`src/hw/rtl/qdc_pkg.sv`:
```
// Shared types and constants for the charge-converter event word decoder.
// No dependencies; imported by every module of the block.
`default_nettype none

package qdc_pkg;

  localparam int unsigned WordW  = 32;
  localparam int unsigned ValueW = 12;
  localparam int unsigned ChanW  = 13;
  localparam int unsigned BaseW  = 12;
  localparam int unsigned CountW = 6;
  localparam int unsigned OutDataW = 32;

  // Word field positions
  localparam int unsigned TypeLsb  = 24;
  localparam int unsigned CountLsb = 8;
  localparam int unsigned ChanLsb  = 17;
  localparam int unsigned RangeBit = 16;
  localparam int unsigned OflowBit = 12;

  localparam logic [2:0]        TypeHeader  = 3'd2;
  localparam logic [2:0]        TypeTrailer = 3'd4;
  localparam logic [ValueW-1:0] ValueSat    = 12'd4095;
  localparam logic [ChanW-1:0]  RangeOffset = 13'd16;

  typedef enum logic [1:0] {
    KIND_HEADER  = 2'd0,
    KIND_DATA    = 2'd1,
    KIND_TRAILER = 2'd2,
    KIND_ERROR   = 2'd3
  } result_kind_e;

  typedef struct packed {
    result_kind_e      kind;
    logic [ValueW-1:0] adc_value;
    logic [ChanW-1:0]  channel_index;
    logic              end_of_event;
  } result_t;

endpackage

`default_nettype wire

```
`src/hw/rtl/qdc_decode.sv`:
```
// Event framing state and per-word decode logic.
// Depends on qdc_pkg; feeds qdc_out_reg.
`default_nettype none

module qdc_decode
  import qdc_pkg::*;
(
  input  wire logic              clk_i,
  input  wire logic              rst_ni,
  input  wire logic              accept_i,
  input  wire logic [WordW-1:0]  word_i,
  input  wire logic              cfg_we_i,
  input  wire logic [BaseW-1:0]  cfg_wdata_i,
  output result_t                result_o
);

  logic              in_event_q, in_event_d;
  logic [CountW-1:0] words_left_q, words_left_d;
  logic [BaseW-1:0]  base_index_q;
  logic [2:0]        word_type;
  logic [ChanW-1:0]  chan_sum;

  assign word_type = word_i[TypeLsb +: 3];
  assign chan_sum  = ChanW'(word_i[ChanLsb +: 4]) + ChanW'(base_index_q)
                   + (word_i[RangeBit] ? '0 : RangeOffset);

  always_comb begin
    in_event_d   = in_event_q;
    words_left_d = words_left_q;
    result_o     = '{kind: KIND_ERROR, adc_value: '0, channel_index: '0,
                     end_of_event: 1'b1};
    if (!in_event_q) begin
      if (word_type == TypeHeader) begin
        in_event_d   = 1'b1;
        words_left_d = word_i[CountLsb +: CountW];
        result_o.kind         = KIND_HEADER;
        result_o.end_of_event = 1'b0;
      end
    end else if (words_left_q != '0) begin
      words_left_d           = words_left_q - CountW'(1);
      result_o.kind          = KIND_DATA;
      result_o.adc_value     = word_i[OflowBit] ? ValueSat : word_i[ValueW-1:0];
      result_o.channel_index = chan_sum;
      result_o.end_of_event  = 1'b0;
    end else begin
      // trailer closes the event whether or not it checks out
      in_event_d = 1'b0;
      if (word_type == TypeTrailer) begin
        result_o.kind = KIND_TRAILER;
      end
    end
  end

  always_ff @(posedge clk_i or negedge rst_ni) begin
    if (!rst_ni) begin
      in_event_q   <= 1'b0;
      words_left_q <= '0;
      base_index_q <= '0;
    end else begin
      if (accept_i) begin
        in_event_q   <= in_event_d;
        words_left_q <= words_left_d;
      end
      if (cfg_we_i) begin
        base_index_q <= cfg_wdata_i;
      end
    end
  end

endmodule

`default_nettype wire

```
`src/hw/rtl/qdc_out_reg.sv`:
```
// Result register with stream handshake towards the consumer.
// Depends on qdc_pkg; holds one decoded result until it is taken.
`default_nettype none

module qdc_out_reg
  import qdc_pkg::*;
(
  input  wire logic    clk_i,
  input  wire logic    rst_ni,
  input  wire logic    load_i,
  input  wire result_t result_i,
  input  wire logic    tready_i,
  output logic         ready_o,
  output logic         tvalid_o,
  output result_t      result_o
);

  logic    valid_q;
  result_t result_q;

  // advance whenever the held request leaves or the register is empty
  assign ready_o  = !valid_q || tready_i;
  assign tvalid_o = valid_q;
  assign result_o = result_q;

  always_ff @(posedge clk_i or negedge rst_ni) begin
    if (!rst_ni) begin
      valid_q <= 1'b0;
    end else if (ready_o) begin
      valid_q <= load_i;
    end
  end

  always_ff @(posedge clk_i) begin
    if (load_i) begin
      result_q <= result_i;
    end
  end

endmodule

`default_nettype wire

```
`src/hw/rtl/qdc_event_word_decoder.sv`:
```
// The result of an accepted word is registered and shown on the master side in the next cycle.
// Throughput: one word per cycle; s_axis_tready falls only while a result
// is held back by the consumer.
// Reset: asynchronous, active low; clears the framing state (awaiting header),
// the word count, base_index and the result valid flag. No clearing pass.
// Depends on qdc_pkg, qdc_decode and qdc_out_reg.
`default_nettype none

module qdc_event_word_decoder
  import qdc_pkg::*;
(
  input  wire logic                 clk_i,
  input  wire logic                 rst_ni,
  input  wire logic                 s_axis_tvalid,
  output logic                      s_axis_tready,
  input  wire logic [WordW-1:0]     s_axis_tdata,   // [31:0] data_word
  output logic                      m_axis_tvalid,
  input  wire logic                 m_axis_tready,
  output logic [OutDataW-1:0]       m_axis_tdata,   // [11:0] adc_value,
                                                    // [24:12] channel_index, zeros above
  output logic [1:0]                m_axis_tuser,   // [1:0] result_kind
  output logic                      m_axis_tlast,   // end_of_event
  input  wire logic                 cfg_we_i,
  input  wire logic [BaseW-1:0]     cfg_wdata_i     // base_index
);

  logic    accept;
  result_t dec_result;
  result_t out_result;

  assign accept = s_axis_tvalid && s_axis_tready;

  qdc_decode u_decode (
    .clk_i       (clk_i),
    .rst_ni      (rst_ni),
    .accept_i    (accept),
    .word_i      (s_axis_tdata),
    .cfg_we_i    (cfg_we_i),
    .cfg_wdata_i (cfg_wdata_i),
    .result_o    (dec_result)
  );

  qdc_out_reg u_out_reg (
    .clk_i    (clk_i),
    .rst_ni   (rst_ni),
    .load_i   (accept),
    .result_i (dec_result),
    .tready_i (m_axis_tready),
    .ready_o  (s_axis_tready),
    .tvalid_o (m_axis_tvalid),
    .result_o (out_result)
  );

  assign m_axis_tdata = {(OutDataW - ValueW - ChanW)'(0), out_result.channel_index,
                         out_result.adc_value};
  assign m_axis_tuser = out_result.kind;
  assign m_axis_tlast = out_result.end_of_event;

endmodule

`default_nettype wire

```
`config.mk`:
```
export PLATFORM = sky130hd
export DESIGN_NAME = qdc_event_word_decoder
export DESIGN_NICKNAME = d
export VERILOG_FILES = /design/src/hw/rtl/qdc_pkg.sv /design/src/hw/rtl/qdc_decode.sv /design/src/hw/rtl/qdc_out_reg.sv /design/src/hw/rtl/qdc_event_word_decoder.sv
export SDC_FILE = /design/constraint.sdc
export NUM_CORES = 1
export LEC_CHECK = 0
export ABC_AREA = 1
export BUFFER_PORTS_ARGS = -buffer_cell sky130_fd_sc_hd__buf_2
export CAP_MARGIN = 10
export CORE_MARGIN = 2
export CORE_UTILIZATION = 25
export CTS_BUF_LIST = sky130_fd_sc_hd__clkbuf_8
export CTS_CLUSTER_DIAMETER = 50
export DETAILED_ROUTE_END_ITERATION = 10
export PLACE_DENSITY = 0.47
export SLEW_MARGIN = 20
export SYNTH_ARGS = -nofsm -noshare
export SYNTH_HDL_FRONTEND = slang
export SYNTH_SLANG_ARGS = --single-unit
```
`constraint.sdc`:
```
create_clock -name clk_i -period 4.3 [get_ports clk_i]
set_input_delay 0.215 -clock clk_i [delete_from_list [all_inputs] [get_ports clk_i]]
set_output_delay 0.215 -clock clk_i [all_outputs]
set_load 0.01 [all_outputs]
```
==> metrics.md, run 1 <==
| Metric | Value |
|---|---|
| CTS tree | `done` |
| Clk_skew | `0.008013 ns` |
| Final Critical Period | `1.840 ns` |
| Routability cong. | `0.7762` |
| Fmax | `543.4 MHz` |
| Inserted Diodes | `0` |
| Crit path max-delay family | `adder cells` |
| Register-to-Register Path Depth | `8` |
| Simple-Gate Fraction of Synth Area | `25.56%` |
| Initial drt markers | `53` |
| IO Pins | `86` |
| GR Util met2 | `16.71%` |
| Multiplexer share of the synthesized area | `3.573%` |
| First-pass GRT wire length | `8.949 mm` |
| Max cap viols | `0` |
| Die area | `10,900 µm²` |
| Postcts setup bufs | `0` |
| Clk Latency, worst-skew pair | `0.30 ns` |
| Core area | `9774 µm²` |
| Slew Viols, Final | `0` |
| Final net count | `390` |
| Num CTS Buffers | `5` |
| Antenna Nets Post-Route | `0` |
| Worst Setup End Kind | `register` |
| Syn Inst Count | `264` |
| Site Rows | `36` |
| Number of vias per cell | `4.103` |
| Critical path's largest stage delay | `0.46 ns` |
| Required @ worst endpoint | `4.36 ns` |
| Share of layout cells above drive strength 1 | `34.93%` |
| Worst VDD drop | `0.1489 mV` |
| CTS clk-pin slew, worst paths | `0.09 ns` |
| Hold crit path type | `in2reg` |
| Hold endpoint | `u_decode.base_index_q[10]` |
| Final worst path period share | `42.80%` |
| Status | `finished clean` |
| XOR/XNOR Fraction of Synth Area | `0.3474%` |
| Power after layout | `0.001405 W` |
| Largest family of logic cells by synthesized area | `simple AND/OR/NAND/NOR gates` |
| Worst setup path class | `reg2reg` |
| Sequential area share after synthesis | `52.01%` |
| Register bit total from synthesis | `47` |
| Critical Path Start Type | `register` |
| Syn_area_per_cell | `9.550 µm²` |
| Worst slew margin | `63.24%` |
| Worst-path cell chain | `ha_1 > fa_1 > nand3_1 > nand3_1 > nand3_1 > nand3_1 > nand2_1 > nor2_1` |
| Setup tns final | `0 ns` |
| Cell Area, Synth | `2521 µm²` |
| GRT met1 Usage | `13.30%` |
| Reg-to-Reg End | `u_out_reg.result_o[9]` |
| Util after Layout | `31.57%` |
| Crit path max-delay cell type | `fa_1` |
| Final WL | `5.385 mm` |
| Register-to-register setup slack | `2.46 ns` |
| FILL cells | `1,069` |
| Drt pass-1 iters | `4` |
| DRC Markers | `0` |
| Worst Max-Slew Pin Slew | `0.5514 ns` |
| Initial antenna violation count | `0` |
| Maximum number of pins on one net before global-route repair | `30` |
| Hold path start | `cfg_wdata_i[10]` |
| DR vias | `1,920` |
| H-tree depth | `2` |
| Hold Fails Final Rpt | `0` |
| R2R Path Start | `u_decode.base_index_q[0]` |
| GRT Total Usage | `10.23%` |
| Syn. warnings | `0` |
| Worst EP arrival | `1.90 ns` |
| Adder-cell area share of the yosys netlist | `3.772%` |
| I/O Buffers | `68` |
| Top Usage Layer GRT | `met2` |
| Die W | `104.4 µm` |
| GRT Residual Overflow | `0` |
| Root Driver | `clkbuf_8` |
| RSZ-0062 raised after global routing | `false` |
| Critical path fanouts, max | `4` |
| Hold Path Cell Cnt | `3` |
| CP Buf/Inv Count | `0` |
| CTS Sinks | `47` |
| PwrDens | `455.5 nW/µm²` |
| Dpl hpwl | `4.026 mm` |
| Clock buffer depth | `2` |
| CP most frequent cell | `nand3_1` |
| Wirelength per Cell | `11.51 µm` |
| Distinct cell type count after synthesis | `36` |
| Vias in the first global route | `1,880` |
| Hold_ws | `0.1239 ns` |
| Met3 usage | `2.318%` |
| Area fraction in compound gates after synthesis | `6.700%` |
| P&R area growth vs syn | `22.38%` |
| Final setup violation count | `0` |
| Pleak | `1.449 nW` |
| Initial core utilization | `25.79%` |
| Die Y | `104.4 µm` |
==> per-stage QoR <==
stage	std cells	worst slack, ns	area [µm²]
6_report	468	2.460	3085
3_5_place_dp	459	2.477	2969
2_1_floorplan	270	2.496	2544
4_1_cts	468	2.451	3085
3_3_place_gp	459	2.487	2969
5_1_grt	468	2.319	3085
==> metal layers <==
| metal | share of wire, % | vias to the layer above | routed length (µm) |
|---|---|---|---|
| li1 | - | 984 | - |
| met1 | 49 | 873 | 2614 |
| met2 | 45 | 58 | 2441 |
| met3 | 5.0 | 5 | 271 |
| met4 | 1.1 | 0 | 58 |
| met5 | 0 | - | 0 |
==> kinds of logic (layout without fill, tap and decap cells) <==
logic type | Yosys count | count (layout)
other cells | 1 | 7
buf+inv | 39 | 104
fa+ha+maj | 7 | 7
mux | 8 | 8
flops | 47 | 47
compound gates | 28 | 28
simple gates | 133 | 133
xor+xnor | 1 | 1
==> worst max path at each step <==
| stage | end | cells after the start | slack, ns | start |
|---|---|---|---|---|
| 6_report | u_out_reg.result_o[9] | 8 | 2.46 | u_decode.base_index_q[0] |
| 5_1_grt | u_out_reg.result_o[9] | 8 | 2.32 | u_decode.base_index_q[0] |
| 2_1_floorplan | u_decode.words_left_q[3] | 5 | 2.50 | u_out_reg.tvalid_o |
| 3_5_place_dp | u_out_reg.result_o[9] | 8 | 2.48 | u_decode.base_index_q[0] |
| 3_3_place_gp | u_out_reg.result_o[9] | 8 | 2.49 | u_decode.base_index_q[0] |
| 4_1_cts | u_out_reg.result_o[9] | 8 | 2.45 | u_decode.base_index_q[0] |
==> cell usage after synthesis, drive strengths merged <==
cell type | number | area (µm²)
a21oi | 12 | 75.07
buf | 12 | 92.58
clkbuf | 1 | 3.750
conb | 1 | 3.750
dfrtp | 20 | 500.5
edfxtp | 27 | 810.8
fa | 1 | 20.02
ha | 6 | 75.07
inv | 26 | 102.6
mux2 | 8 | 90.09
nand2 | 68 | 289.0
nand3 | 17 | 115.1
nand3b | 1 | 7.510
nand4 | 2 | 12.51
nor2 | 40 | 185.2
nor3 | 3 | 20.02
o21ai | 15 | 86.34
o21bai | 1 | 7.510
or2 | 2 | 15.02
xor2 | 1 | 8.760
==> what timing repair did <==
action / CTS / global route
hold buffers: 1 / 0
resized for setup: 0 / 0
hold endpoints to repair: 20 / 0
==> registers in the layout, indices dropped and copies added, names as in the netlist <==
register and flops:
u_out_reg.tvalid_o 1, u_out_reg.result_o 27, u_decode.words_left_q 6, u_decode.in_event_q 1, u_decode.base_index_q 12
==> placed cells by master, fill, tap and decap left out, drive strengths merged <==
| cell type | count |
|---|---|
| nand3 | 17 |
| nor3 | 3 |
| conb | 7 |
| nor2 | 40 |
| nand3b | 1 |
| xor2 | 1 |
| a21oi | 12 |
| ha | 6 |
| nand2 | 68 |
| fa | 1 |
| or2 | 2 |
| nand4 | 2 |
| dfrtp | 20 |
| clkbuf | 5 |
| bufinv | 1 |
| o21bai | 1 |
| mux2 | 8 |
| inv | 28 |
| o21ai | 15 |
| buf | 69 |
| edfxtp | 27 |
| dlygate4sd3 | 1 |
==> report_power, final <==
| group | leakage, nW | switching (W) | internal [W] | total [W] |
|---|---|---|---|---|
| logic | 0.883 | 0.000280 | 0.000169 | 0.000448 |
| registers | 0.505 | 0.0000653 | 0.000574 | 0.000639 |
| clock network | 0.0607 | 0.000149 | 0.000170 | 0.000318 |
==> worst reg2reg max path, cell delays in order, from the launching register on <==
cell and delay, ns:
dfrtp_1 0.39, ha_1 0.21, fa_1 0.46, nand3_1 0.11
nand3_1 0.15, nand3_1 0.12, nand3_1 0.07, nand2_1 0.06
nor2_1 0.04
==> layout make-up <==
cell class | instances | area, µm² | share of cell area (%)
Timing Repair Buffer | 70 | 357.8 | 11.60
Tap cell | 133 | 166.4 | 5.393
Inverter | 26 | 102.6 | 3.325
Multi-Input combinational cell | 184 | 1041 | 33.74
Clock buffer | 5 | 68.82 | 2.230
Clock inverter | 3 | 37.54 | 1.217
Sequential cell | 47 | 1311 | 42.50
Note: power is estimated with default switching activity, not from simulation.
==> inputs of run 2 (changes only) <==
Clock period 4.3 ns to 1.8 ns, I/O delays scaled along.
==> run 2 against run 1 <==
  * Sequential share of layout area decreased by 2.2 points
  * Clock skew fell by 0.0020 ns
  * Clock power rose to 3.0 times the previous value
  * Critical path depth did not move
  * Power rose to 2.6 times the previous value
  * Critical endpoint unchanged
==> metrics.md, run 2 (synthesized netlist as in run 1, its figures left out) <==
| Metric | Value |
|---|---|
| Status | `finished clean` |
| Drt pass-1 iters | `4 (unchanged)` |
| GRT Residual Overflow | `0 (unchanged)` |
| Max cap viols | `0 (unchanged)` |
| Final setup violation count | `0 (unchanged)` |
| Pleak | `1.513 nW (+4.4%)` |
| DR vias | `1,960 (+2.1%)` |
| Hold crit path type | `in2reg` |
| Worst Max-Slew Pin Slew | `0.5229 ns (-0.02846 ns)` |
| Number of vias per cell | `4.075 (-0.68%)` |
| CTS tree | `done` |
| Slew Viols, Final | `0 (unchanged)` |
| Site Rows | `36 (unchanged)` |
| Routability cong. | `0.7593 (-2.2%)` |
| Die W | `104.4 µm (unchanged)` |
| Antenna Nets Post-Route | `0 (unchanged)` |
| FF+latch area | `1311 µm² (unchanged)` |
| Multi-input logic area | `1044 µm² (+0.24%)` |
| Die Y | `104.4 µm (unchanged)` |
| Initial drt markers | `45 (-15%)` |
| Worst Setup End Kind | `register` |
| Clock power frac | `26.2% (+3.6 points)` |
| Wirelength per Cell | `11.51 µm (about the same)` |
| Final Critical Period | `1.670 ns (-0.1708 ns)` |
| Final worst path period share | `92.76% (+50 points)` |
| Cell-internal power | `0.002376 W (+160%)` |
| CTS clk-pin slew, worst paths | `0.09 ns (about the same)` |
| Clock buffer depth | `2 (unchanged)` |
| Inserted Diodes | `0 (unchanged)` |
| P&R area growth vs syn | `28.93%` |
| Commonest non-fill, non-tap cell in the layout | `buf_2` |
| Dpl hpwl | `4.087 mm (+1.5%)` |
| Setup slack after layout | `0.1304 ns (-2.329 ns)` |
| Initial antenna violation count | `0 (unchanged)` |
| RSZ-0062 raised after global routing | `false` |
| Maximum number of pins on one net before global-route repair | `30 (unchanged)` |
| Core area | `9774 µm² (unchanged)` |
| Num CTS Buffers | `5 (unchanged)` |
| First-pass GRT wire length | `9.315 mm (+4.1%)` |
| Pre-CTS setup slack | `0.06997 ns (-2.407 ns)` |
| CTS Sinks | `47 (unchanged)` |
| Critical path fanouts, max | `3 (-1)` |
| Required @ worst endpoint | `1.87 ns (-2.49 ns)` |
| Clk_skew | `0.006023 ns (-0.001990 ns)` |
| PwrDens | `1106 nW/µm² (+140%)` |
| I/O Buffers | `68 (unchanged)` |
| Worst VDD drop | `0.3592 mV (+140%)` |
| Clk Latency, worst-skew pair | `0.30 ns (about the same)` |
| Share of layout cells above drive strength 1 | `35.63% (+0.71 points)` |
| Initial core utilization | `25.79% (unchanged)` |
| Postcts setup bufs | `0 (unchanged)` |
| IO Pins | `86 (unchanged)` |
| Commonest non-fill, non-tap cells in the layout | `buf_2 (68), nand2_1 (62), nor2_1 (28)` |
| Critical Path Start Type | `register` |
| Fmax | `598.9 MHz (+10%)` |
| FILL cells | `1,053 (-1.5%)` |
| NetSw | `0.001220 W (+150%)` |
| Worst slew margin | `65.14% (+1.9 points)` |
| Final WL | `5.534 mm (+2.8%)` |
| Worst setup path class | `reg2reg` |
| Setup tns final | `0 ns (unchanged)` |
| Root Driver | `clkbuf_8` |
| Comb pwr share | `31.7% (-0.2 points)` |
| Worst EP arrival | `1.74 ns (-0.16 ns)` |
| Die area | `10,900 µm² (unchanged)` |
| Hold Fails Final Rpt | `0 (unchanged)` |
| Reg power frac | `42.1% (-3.4 points)` |
| H-tree depth | `2 (unchanged)` |
| Switch share | `33.93% (-1.2 points)` |
| Vias in the first global route | `1,966 (+4.6%)` |
| Largest register FFs | `27 (unchanged)` |
| DRC Markers | `0 (unchanged)` |
| Final net count | `403 (+3.3%)` |
| GRT Total Usage | `10.60% (+0.37 points)` |
-- run 2: cell type report --
class,instances,area share [%]
Clock buffer,5,2.117
Clock inverter,3,2.079
Inverter,26,3.156
Multi-Input combinational cell,184,32.10
Sequential cell,47,40.34
Tap cell,133,5.119
Timing Repair Buffer,83,15.09
-- run 2: worst paths after layout --
check / startpoint / depth (start not counted) / slack, ns / end
worst min-delay path: s_axis_tvalid / 3 / 0.01 / u_out_reg.tvalid_o
min in group asynchronous: rst_ni / 2 / 0.29 / u_decode.base_index_q[11]
worst max register to register: u_decode.base_index_q[0] / 8 / 0.13 / u_out_reg.result_o[9]
worst min register to register: u_decode.words_left_q[0] / 2 / 0.51 / u_decode.words_left_q[0]
worst max-delay path: u_decode.base_index_q[0] / 8 / 0.13 / u_out_reg.result_o[9]
max in group asynchronous: rst_ni / 2 / 1.15 / u_decode.words_left_q[2]
-- run 2: per-stage QoR --
step / util, % / instances / hold slack [ns] / area (µm²) / total power [W]
floorplan: - / 270 / -0.2056 / 2551 / 0.002379
global placement: 30.81 / 463 / 0.09831 / 3012 / 0.002665
detailed placement: 30.81 / 463 / 0.09991 / 3012 / 0.002679
CTS: 33.13 / 480 / 0.001003 / 3238 / 0.003653
global route: 33.26 / 481 / 0.006561 / 3251 / 0.003860
finish: 33.26 / 481 / 0.01200 / 3251 / 0.003596
-- run 2: repair_timing --
item / CTS / global route
setup endpoints to repair: 0 / 1
endpoints found under the hold margin: 28 / 1
hold buffers: 9 / 1
gates resized for setup: 0 / 1
-- run 2: metal layers --
layer,wire length (µm),global-route usage (%),up-vias
met2,2453,16.81,67
met3,333,2.506,5
li1,-,-,1011
met4,55,3.185,0
met5,0,0,-
met1,2691,14.31,877
-- run 2: power by group through the flow --
stage                     combinational [W]  clock (W)  sequential, W
after floorplan                    0.000828          0        0.00155
after CTS                           0.00116   0.000979        0.00152
after global placement              0.00113          0        0.00154
after global routing                0.00131    0.00101        0.00154
after detailed placement            0.00114          0        0.00154
final                               0.00114   0.000941        0.00151
-- run 2: critical path, stage by stage (launching register included) --
cell and delay [ns]:
dfrtp_1 0.39, ha_1 0.21, fa_2 0.36, nand3_1 0.08, nand3_1 0.13, nand3_1 0.11
nand3_1 0.06, nand2_1 0.06, nor2_1 0.03
==> inputs of run 3 (changes only) <==
Settings changed: PLACE_DENSITY 0.47 to 0.48.
Clock period 1.8 ns to 1.4 ns, I/O delays scaled along.
==> run 3 against run 2 <==
  * Clock-buffer cell count unchanged
  * Clock skew increased by 0.00075 ns
  * Setup slack got worse by 0.32 ns
  * First-iteration DRC count increased by 6.7%
  * The flow now finishes with violations (negative setup slack)
  * Highest routed layer unchanged
  * Critical path depth unchanged
  * Die area unchanged
  * Critical path type unchanged
  * Sequential share of layout area decreased by 4.7 points
==> metrics.md, run 3 (synthesized netlist as in run 1, its figures left out) <==
| Metric | Value |
|---|---|
| Status | `finished, violations left` |
| Failing checks | `negative setup slack` |
| Switch share | `35.22% (+1.3 points)` |
| Crit path max-delay cell type | `dfrtp_1` |
| Largest register FFs | `27 (unchanged)` |
| Die W | `104.4 µm (unchanged)` |
| Cell-internal power | `0.003362 W (+41%)` |
| PwrDens | `1408 nW/µm² (+27%)` |
| Reg power frac | `37.7% (-4.4 points)` |
| DR top layer | `met4` |
| H-tree depth | `2 (unchanged)` |
| CP most frequent cell | `nand3_2` |
| Critical path fanouts, max | `3 (unchanged)` |
| GRT Total Usage | `11.30% (+0.71 points)` |
| Vias in the first global route | `2,087 (+6.2%)` |
| CTS tree | `done` |
| Wirelength per Cell | `11.80 µm (+2.5%)` |
| Initial core utilization | `25.79% (unchanged)` |
| First-pass GRT wire length | `10.01 mm (+7.5%)` |
| DRC Markers | `0 (unchanged)` |
| Final net count | `431 (+6.9%)` |
| Comb pwr share | `42.4% (+11 points)` |
| Final setup violation count | `29 (+29)` |
| Fmax | `628.5 MHz (+4.9%)` |
| Clock buffer depth | `2 (unchanged)` |
| Hold crit path type | `in2reg` |
| Site Rows | `36 (unchanged)` |
| Clock power frac | `19.9% (-6.3 points)` |
| Slew Viols, Final | `0 (unchanged)` |
| Worst EP arrival | `1.66 ns (-0.08 ns)` |
| Worst VDD drop | `0.4423 mV (+23%)` |
| FILL cells | `987 (-6.3%)` |
| Share of layout cells above drive strength 1 | `48.40% (+13 points)` |
| Core area | `9774 µm² (unchanged)` |
| Final Critical Period | `1.591 ns (-0.07858 ns)` |
| Clk_skew | `0.006777 ns (+0.0007547 ns)` |
| Root Driver | `clkbuf_8` |
| M1 WL | `2.713 mm (+0.82%)` |
| Dpl cells | `480 (+3.7%)` |
| Setup slack after layout | `-0.1910 ns (-0.3214 ns)` |
| RSZ-0062 raised after global routing | `true` |
| Maximum number of pins on one net before global-route repair | `31 (+3.3%)` |
| CTS Sinks | `47 (unchanged)` |
| Max cap viols | `0 (unchanged)` |
| Worst Setup End Kind | `register` |
| Final worst path period share | `113.6% (+21 points)` |
| Critical path's largest stage delay | `0.40 ns (about the same)` |
| Drt pass-1 iters | `4 (unchanged)` |
| Dpl hpwl | `4.312 mm (+5.5%)` |
| NetSw | `0.001828 W (+50%)` |
| Die Y | `104.4 µm (unchanged)` |
| Inserted Diodes | `0 (unchanged)` |
| Initial antenna violation count | `0 (unchanged)` |
| CTS clk-pin slew, worst paths | `0.10 ns (about the same)` |
| Crit path max-delay family | `adder cells` |
| Routability cong. | `0.8276 (+9.0%)` |
| Power after layout | `0.005190 W (+44%)` |
| IO Pins | `86 (unchanged)` |
| Hold_ws | `0.05980 ns (+0.04780 ns)` |
| Final WL | `6.004 mm (+8.5%)` |
| Hold Fails Final Rpt | `0 (unchanged)` |
| Number of vias per cell | `4.045 (-0.73%)` |
| Worst-path cell chain | `ha_2 > fa_2 > nand3_2 > nand3_2 > nand3_2 > nand3_2 > nand2_1 > nor2_1` |
| Critical Path Start Type | `register` |
| Commonest non-fill, non-tap cells in the layout | `buf_2 (68), nand2_1 (56), edfxtp_1 (27)` |
| Util after Layout | `37.71% (+4.5 points)` |
| Die area | `10,900 µm² (unchanged)` |
| Met2 routed WL | `2.979 mm (+21%)` |
| Clk Latency, worst-skew pair | `0.30 ns (about the same)` |
| P&R area growth vs syn | `46.20%` |
| Num CTS Buffers | `5 (unchanged)` |
| GRT Residual Overflow | `0 (unchanged)` |
| Worst setup path class | `reg2reg` |
| I/O Buffers | `68 (unchanged)` |
| Antenna Nets Post-Route | `0 (unchanged)` |
| DR vias | `2,059 (+5.1%)` |
| Non-filler cells, final | `509 (+5.8%)` |
| Commonest non-fill, non-tap cell in the layout | `buf_2` |
| Initial drt markers | `48 (+6.7%)` |
| Pleak | `1.670 nW (+10%)` |
| Met3 wire len | `271 µm (-19%)` |
| CP Buf/Inv Count | `0 (unchanged)` |
| Required @ worst endpoint | `1.47 ns (-0.40 ns)` |
[run 3: layer usage]
layer / up-vias / track usage, %
met2: 56 / 19.65
met4: 0 / 2.317
met3: 7 / 2.381
met1: 925 / 14.44
met5: - / 0
li1: 1071 / -
[run 3: cell type report]
cell class                 count  area [µm²]  area share [%]
sequential                    47        1313           35.61
multi-input combinational    186        1242           33.71
timing repair buffer         109       748.2           20.30
tap                          133       166.4           4.515
inverter                      26       105.1           2.851
clock buffer                   5       68.82           1.867
clock inverter                 3       42.54           1.154
[run 3: power groups by stage]
stage / Sequential (W) / Clock, W / Combinational, W
floorplan: 0.00200 / 0 / 0.00115
global placement: 0.00197 / 0 / 0.00187
detailed placement: 0.00197 / 0 / 0.00190
CTS: 0.00196 / 0.00107 / 0.00213
global route: 0.00199 / 0.00111 / 0.00245
finish: 0.00196 / 0.00103 / 0.00220
[run 3: worst reg2reg max path, stage by stage, from the launching register on]
cell and delay (ns):
dfrtp_1 0.40, ha_2 0.19, fa_2 0.37, nand3_2 0.08
nand3_2 0.09, nand3_2 0.08, nand3_2 0.05, nand2_1 0.06
nor2_1 0.03
[run 3: final timing paths]
path	from	end	cells past startpoint	slack, ns
setup reg to reg	u_decode.base_index_q[0]	u_out_reg.result_o[9]	8	-0.19
setup / recovery	u_decode.base_index_q[0]	u_out_reg.result_o[9]	8	-0.19
min in group asynchronous	rst_ni	u_decode.words_left_q[2]	2	0.26
max in group asynchronous	rst_ni	u_decode.in_event_q	2	0.78
hold reg to reg	u_decode.base_index_q[0]	u_decode.base_index_q[0]	1	0.55
hold / removal	m_axis_tready	u_out_reg.tvalid_o	4	0.06
[run 3: timing repair]
action                                  in CTS  in global routing
hold buffers                                14                  0
pin swaps                                    3                  8
hold endpoints to repair                    33                  0
cloned                                       2                  0
setup buffers                                4                  1
gates resized for setup                     16                 18
endpoints found under the setup margin      29                 34
[run 3: per-stage QoR]
stage          worst slack, ns  area, µm²  TNS [ns]
6_report               -0.1910       3686    -2.058
5_1_grt                -0.2736       3686    -4.178
3_5_place_dp           -0.2604       3248    -2.492
4_1_cts                -0.2044       3621    -1.933
2_1_floorplan          -0.1936       2635    -2.036
3_3_place_gp           -0.2181       3248    -2.128
